**src/hw/rtl/cmm_pkg.sv**
```systemverilog
// ----------------------------------------------------------------------------
// cmm_pkg
// Shared types, codes and rounding for the complex matrix multiplier.
// ----------------------------------------------------------------------------
package cmm_pkg;

    localparam int DATA_W    = 20;
    localparam int NORM_W    = 16;
    localparam int FIELD_W   = 3;
    localparam int FUNC_W    = 2;
    localparam int QC_W      = 2;
    localparam int MUL_W     = 21;
    localparam int PROD_W    = 2 * MUL_W;
    localparam int ACC_W     = 48;
    localparam int FRAC_BITS = 14;

    localparam logic [FUNC_W-1:0] FUNC_LOAD_L  = 2'd0;
    localparam logic [FUNC_W-1:0] FUNC_LOAD_R  = 2'd1;
    localparam logic [FUNC_W-1:0] FUNC_COMPUTE = 2'd2;

    localparam logic signed [ACC_W-1:0] ROUND_HALF = ACC_W'(1 << (FRAC_BITS - 1));
    localparam logic signed [ACC_W-1:0] SAT_HI     = ACC_W'(524287);
    localparam logic signed [ACC_W-1:0] SAT_LO     = ACC_W'(-524288);
    localparam logic [NORM_W-1:0]       NORM_MAX   = '1;

    typedef struct packed {
        logic [FUNC_W-1:0]        func;
        logic [FIELD_W-1:0]       row;
        logic [FIELD_W-1:0]       col;
        logic signed [DATA_W-1:0] value_re;
        logic signed [DATA_W-1:0] value_im;
        logic [NORM_W-1:0]        lhs_norm;
        logic [NORM_W-1:0]        rhs_norm;
    } t_in_beat;

    typedef struct packed {
        logic [FIELD_W-1:0]       out_row;
        logic [FIELD_W-1:0]       out_col;
        logic signed [DATA_W-1:0] result_re;
        logic signed [DATA_W-1:0] result_im;
        logic [NORM_W-1:0]        norm_out;
        logic                     last;
    } t_out_beat;

    typedef struct packed {
        logic signed [DATA_W-1:0] re;
        logic signed [DATA_W-1:0] im;
    } t_cplx;

    typedef enum logic [2:0] {
        OP_NONE = 3'd0,
        OP_RR   = 3'd1,
        OP_II   = 3'd2,
        OP_RI   = 3'd3,
        OP_IR   = 3'd4,
        OP_NORM = 3'd5
    } t_mac_op;

    typedef struct packed {
        t_mac_op op;
        logic    acc_clr;
    } t_mac_ctl;

    function automatic logic signed [DATA_W-1:0] round_sat(
        input logic signed [ACC_W-1:0] acc
    );
        logic signed [ACC_W-1:0] t;
        logic signed [ACC_W-1:0] q;
        t = acc + ROUND_HALF;
        q = t >>> FRAC_BITS;
        if (q > SAT_HI) begin
            q = SAT_HI;
        end else if (q < SAT_LO) begin
            q = SAT_LO;
        end
        return q[DATA_W-1:0];
    endfunction

endpackage

```
**src/hw/rtl/cmm_mac.sv**
```systemverilog
// ----------------------------------------------------------------------------
// cmm_mac
// Shared multiplier with complex accumulators and norm saturation.
// ----------------------------------------------------------------------------
module cmm_mac (
    input  logic                              i_clk,
    input  logic                              i_rst_n,
    input  cmm_pkg::t_mac_ctl                 i_ctl,
    input  cmm_pkg::t_cplx                    i_lhs,
    input  cmm_pkg::t_cplx                    i_rhs,
    input  logic [cmm_pkg::NORM_W-1:0]        i_lhs_norm,
    input  logic [cmm_pkg::NORM_W-1:0]        i_rhs_norm,
    output logic signed [cmm_pkg::DATA_W-1:0] o_re,
    output logic signed [cmm_pkg::DATA_W-1:0] o_im,
    output logic [cmm_pkg::NORM_W-1:0]        o_norm
);
    import cmm_pkg::*;

    logic signed [MUL_W-1:0]  w_a;
    logic signed [MUL_W-1:0]  w_b;
    logic signed [PROD_W-1:0] w_prod;
    logic signed [PROD_W-1:0] r_prod;
    t_mac_op                  r_op;
    logic signed [ACC_W-1:0]  r_acc_re;
    logic signed [ACC_W-1:0]  r_acc_im;
    logic signed [ACC_W-1:0]  w_term;
    logic [NORM_W-1:0]        r_norm;

    // operand select
    always_comb begin
        w_a = '0;
        w_b = '0;
        unique case (i_ctl.op)
            OP_RR: begin
                w_a = MUL_W'(i_lhs.re);
                w_b = MUL_W'(i_rhs.re);
            end
            OP_II: begin
                w_a = MUL_W'(i_lhs.im);
                w_b = MUL_W'(i_rhs.im);
            end
            OP_RI: begin
                w_a = MUL_W'(i_lhs.re);
                w_b = MUL_W'(i_rhs.im);
            end
            OP_IR: begin
                w_a = MUL_W'(i_lhs.im);
                w_b = MUL_W'(i_rhs.re);
            end
            OP_NORM: begin
                w_a = $signed({{(MUL_W - NORM_W){1'b0}}, i_lhs_norm});
                w_b = $signed({{(MUL_W - NORM_W){1'b0}}, i_rhs_norm});
            end
            default: begin
                w_a = '0;
                w_b = '0;
            end
        endcase
    end

    assign w_prod = w_a * w_b;
    assign w_term = ACC_W'(r_prod);

    always_ff @(posedge i_clk) begin
        if (!i_rst_n) begin
            r_op <= OP_NONE;
        end else begin
            r_op <= i_ctl.op;
        end
    end

    always_ff @(posedge i_clk) begin
        r_prod <= w_prod;
        if (i_ctl.acc_clr) begin
            r_acc_re <= '0;
            r_acc_im <= '0;
        end else begin
            unique case (r_op) inside
                OP_RR:        r_acc_re <= r_acc_re + w_term;
                OP_II:        r_acc_re <= r_acc_re - w_term;
                OP_RI, OP_IR: r_acc_im <= r_acc_im + w_term;
                default: ;
            endcase
        end
        if (r_op == OP_NORM) begin
            r_norm <= (r_prod[PROD_W-1:NORM_W] != '0) ? NORM_MAX : r_prod[NORM_W-1:0];
        end
    end

    assign o_re   = round_sat(r_acc_re);
    assign o_im   = round_sat(r_acc_im);
    assign o_norm = r_norm;

endmodule

```
**config.mk**
```make
export PLATFORM = sky130hd
export DESIGN_NAME = cmm_mac
export DESIGN_NICKNAME = d
export VERILOG_FILES = /design/src/hw/rtl/cmm_pkg.sv /design/src/hw/rtl/cmm_mac.sv
export SDC_FILE = /design/constraint.sdc
export NUM_CORES = 2
export LEC_CHECK = 0
export BUFFER_PORTS_ARGS = -buffer_cell sky130_fd_sc_hd__buf_2
export CORE_ASPECT_RATIO = 0.6
export CORE_MARGIN = 4
export CORE_UTILIZATION = 45
export DETAILED_ROUTE_END_ITERATION = 8
export GPL_TIMING_DRIVEN = 0
export PLACE_DENSITY_LB_ADDON = 0.05
export SYNTH_ARGS = -nofsm -noshare
export SYNTH_HDL_FRONTEND = slang
export SYNTH_SLANG_ARGS = --single-unit
export TNS_END_PERCENT = 5
```
**constraint.sdc**
```tcl
create_clock -name i_clk -period 7.9 [get_ports i_clk]
set_clock_uncertainty 0.1 [all_clocks]
set_input_delay 0.395 -clock i_clk [delete_from_list [all_inputs] [get_ports i_clk]]
set_output_delay 0.395 -clock i_clk [all_outputs]
set_load 0.02 [all_outputs]
```
Word-level counts from Yosys, hierarchy flattened. Index checks and enable logic that the tools add are counted.

Bits in registers: 157. Bits of input ports: 118. Logic and storage cells: 39.

Multiplexer cells: 7. Add/subtract/negate cells: 5. Eq/ne operators: 10. $mul: 1. Reduce and logical (&&, ||, !) cells: 7. Order comparisons: 4.

Operators by type and width (number): 21-bit one-hot mux with 3 select lines (2); 48-bit by 15-bit adder with 48-bit output, second input constant (2); 48-bit by 42-bit adder with 48-bit output (2); 48-bit one-hot mux with 2 select lines (1); 20-bit 2-to-1 mux (4); 34-bit by 20-bit > comparator with 1-bit output, second input constant (2); 34-bit by 20-bit less-than comparator with 1-bit output, second input constant (2); 48-bit by 42-bit subtractor with 48-bit output (1); 21-bit by 21-bit multiplier with 42-bit output (1); 26-bit nonzero test (1); 3-bit by 2-bit equality test with 1-bit output, second input constant (4); 3-bit equality test, second input constant (4); 2-bit OR reduction (5); 3-bit by 1-bit equality test with 1-bit output, second input constant (2); 2-bit nonzero test (1).

Depth between registers and ports, before layout.
Word-level depth: 4. Depth in mapped cells: 33. Gate-level depth less buffers: 30.

Worst setup path before layout. OpenSTA, ideal clock, no wires.

Path kind: input to register. From: in i_ctl[3] in the netlist's numbering. To: reg r_prod[41]. Path slack: -0.563 ns. Buffers on the path: 3. Data arrival time: 8.259 ns. Stages on the path: 28. Required time: 7.697 ns. Cell sequence: clkbuf_1 > xor2_1 > clkbuf_1 > a22oi_1 > o21a_1 > clkbuf_1 > nor2_1 > fa_1 > inv_1 > fa_1 > inv_1 > fa_1 > inv_1 > fa_1 > inv_1 > fa_1 > fa_1 > inv_1 > fa_1 > inv_1 > ha_1 > a21o_1 > a211o_1 > a311oi_2 > o31ai_1 > o41ai_4 > mux2i_1 > a2111oi_2.

Word-level cells in the longest chain between the ends: 4. Elaborated cells between the ends (all ways): 12.

RTL lines: from (decl) (RTL line cmm_mac.sv:8) `input cmm_pkg::t_mac_ctl i_ctl,`; 3-bit equality test, or another cell as far along (RTL line cmm_mac.sv:33) `unique case (i_ctl.op)`; 2-bit OR reduction (no line); 21-bit one-hot mux with 3 select lines (RTL line cmm_mac.sv:33); 21-bit by 21-bit multiplier with 42-bit output * (RTL line cmm_mac.sv:61) `assign w_prod = w_a * w_b;`; net w_prod[41] (RTL line cmm_mac.sv:21) `logic signed [PROD_W-1:0] w_prod;`; to (signal assigned) (RTL line cmm_mac.sv:73) `r_prod <= w_prod;`; to (decl) (RTL line cmm_mac.sv:22) `logic signed [PROD_W-1:0] r_prod;`.

Mark *: on every way through the listed nets, which the timed path passes. The rest lies on a longest branch. A chain may end at the register's enable or synchronous reset.

Final worst setup path. Ends and elaborated chain as after synthesis.

==> summary.txt <==
STA
  – Final Hold Violating Endpoints: 0
  – Max-slew violations: 0
  – Worst setup margin: 118 ps
  – Worst-margin pin slew: between 1000 and 1500 ps
  – F_max: approximately 130 MHz
  – Crit share post-route: 0.985
  – Slew HR: 0.239
  – RSZ-0062 raised after global routing: yes
  – Setup violations, final: 0
  – Fin crit period: 7780 ps

Power
  – Lkg Pwr: 0.0165 µW
  – Maximum vdd drop: 0.520 mV
  – Logic gate share of total power: 0.802
  – Sw Share: 0.534
  – Total net switching power: approximately 6600 µW
  – Total power: approximately 12000 µW
  – Cell Pwr Density: 362 mW/mm²
  – Cell internal pwr: roughly 5800 µW
  – Flop pwr share: 0.120
  – Clk pwr share: 0.078

CTS
  – CTS tree: yes
  – Clock buffer count from CTS: 25
  – H-tree depth: 4
  – Clk_lat worst skew: roughly 500 ps
  – Clock transition at the registers of the reported paths: 60 ps
  – Clock tree buffer depth: 3
  – Cts hold-fix bufs: 0
  – CTS Sinks: 157
  – Root buf cell: clkbuf_16

Synthesis
  – Top-area cell type share of the netlist area: 0.308
  – Number of synthesized register bits: 157
  – Main synth FF type: dfxtp_1
  – Synth cell types: 98
  – Async set or reset register ratio after synthesis: 0
  – Synth Instances: roughly 3600
  – Largest cells by area after synthesis: fa_1 31%, dfxtp_1 9.7%, ha_1 8.8%
  – Most frequent cells after synthesis: 601 x inv_1, 449 x fa_1, 432 x nand2_1
  – Mapped Nets: ~4300
  – Largest area contributor in the netlist: fa_1
  – Count leader, synth: inv_1
  – Post-synth EDFFs: 16
  – Register area share after synthesis: 0.113
  – Post-synthesis cell area: 0.0292 mm²
  – Synth Warn #: 0
  – Syn_area_per_cell: 8.20 µm²

Place
  – DP HPWL: 84.2 mm
  – Placed inst area: 0.0313 mm²
  – Port bufs: 172
  – GP Congestion: 0.979
  – Dpl cells: 4569
  – Pre-CTS WS: -1940 ps

Global route
  – Grt ovf: 0
  – First-pass GRT wire length: 157 mm
  – Vias in the first global route: ~27000
  – Initial antenna violation count: 3
  – All-Layer GR Usage: 0.298
  – Largest net degree at the start of global routing: 18

Final layout
  – # nets final: 4658
  – Fillers: about 6000
  – Share of cells above drive strength 1: 0.162
  – Finished Layout Cells: 4729
  – Post-route cell area: 0.0344 mm²
  – Antenna diodes: 0
  – Area Growth Syn to Fin: 17.9%

Setup path
  – Crit-path slowest cell: fa_2
  – Most frequent CP cell: fa_1
  – CP bufs+invs: 10
  – Critical Path End Type: register
  – Worst Setup Start Kind: input port
  – Kind of critical path: input port to register
  – Crit path max fanout: 9
  – Worst Path Required: 8190 ps
  – Crit path arrival time: 8070 ps
  – CP top delay family: adder cells
  – CP max stage delay: 660 ps

Floorplanning
  – Die Wd: approximately 340 µm
  – Initial core utilization: 0.460
  – Ports: roughly 170
  – Area of the core: 0.0634 mm²
  – Placement Rows: 71
  – Die Area: about 0.07 mm²
  – Die Y: 205 µm

Worst hold path
  – Min-delay worst type: input port to register

Route
  – Final wirelength: around 100 mm
  – Initial DRT Pass Iterations: 6
  – Iter 0 DRT Violations: 2688
  – DRT antenna net count: 0
  – Via density per instance: 5.69
  – Avg WL per Cell: around 21 µm
  – Vias: 26900
  – Final routed DRC violation total: 0

Job
  – Max-Cap Viols: 0

Outcome
  – Status: finished, final reports clean
==> final timing paths <==
kind	from	end	slack, ps	depth (start not counted)
max reg2reg	r_prod[2]	r_acc_re[42]	1990	17
min	i_rst_n	r_op[0]	120	2
min reg2reg	r_acc_re[6]	r_acc_re[6]	360	2
max	i_ctl[3]	r_prod[41]	120	31
==> what timing repair did <==
item	CTS	global route
endpoints found under the hold margin	0	0
endpoints found under the setup margin	22	15
pin swaps	32	87
gates cloned	1	3
resized for setup	193	189
buffers inserted	76	54
==> cell usage in the layout (no fill, tap or decap), types with 15 or more instances in the layout <==
cell type  instances
a211oi_1          27
a21o_1            69
a21oi_1          193
a22oi_2           28
a31oi_1           20
and2_1            25
and3_1            27
buf_12            16
buf_2            181
buf_4            125
buf_6             18
clkbuf_1          53
clkbuf_16         32
clkbuf_4          18
dfxtp_1          141
edfxtp_1          16
fa_1             439
ha_1             189
inv_1            587
nand2_1          426
nand2b_1          25
nand3_1           67
nand4_1           25
nor2_1           316
nor2b_1           19
nor3_1            41
o21a_1            21
o21ai_0           82
o21ai_1           49
o21bai_1          19
o31ai_1           15
or2_2             22
xnor2_1          120
xor2_1            87
==> sequential cells by signal, summed over array words and instances (netlist names) <==
register / count
r_acc_re: 48
r_prod: 42
r_acc_im: 48
o_norm: 16
r_op: 3
==> final cells by class <==
class	instances	area (µm²)	share of cell area
sequential	157	3300	0.0960
multi-input combinational	2661	24000	0.697
timing repair buffer	307	2130	0.0618
inverter	601	2270	0.0660
tap	839	1050	0.0305
buffer	132	996	0.0290
clock inverter	2	12.5	0.000364
clock buffer	30	676	0.0196
==> logic make-up after synthesis <==
family                   count (synthesis)  share of synthesized area
XOR/XNOR                               208                     0.0625
adder cells (fa/ha/maj)                655                      0.397
flip-flops                             157                      0.113
AND/OR/NAND/NOR                       1099                      0.173
AO/OA/AOI/OAI                          692                      0.156
multiplexers                             7                    0.00262
buffers and inverters                  739                     0.0957
==> through the flow <==
stage | TNS, ps | hold WS (ps) | utilization
global route | -135 | 94.2 | 0.542
CTS | 0 | 108 | 0.526
global placement | -34760 | 345 | 0.493
floorplan | 0 | 336 | -
finish | 0 | 117 | 0.542
detailed placement | -29500 | 355 | 0.493
==> power groups by stage <==
stage | Clock, µW | Sequential [µW] | Combinational [µW]
global route | 1020 | 1520 | 11200
floorplan | 0 | 1320 | 6830
CTS | 982 | 1480 | 9330
global placement | 0 | 1500 | 8810
detailed placement | 0 | 1500 | 8960
finish | 969 | 1490 | 9990
==> layer usage <==
layer	up-vias	part of all wire	track usage
met5	-	0.00056	0
li1	12200	-	-
met3	105	0.13	0.0950
met2	1193	0.38	0.396
met4	2	0.013	0.0436
met1	13400	0.48	0.472
No activity file was read; power rests on OpenSTA's default activity.
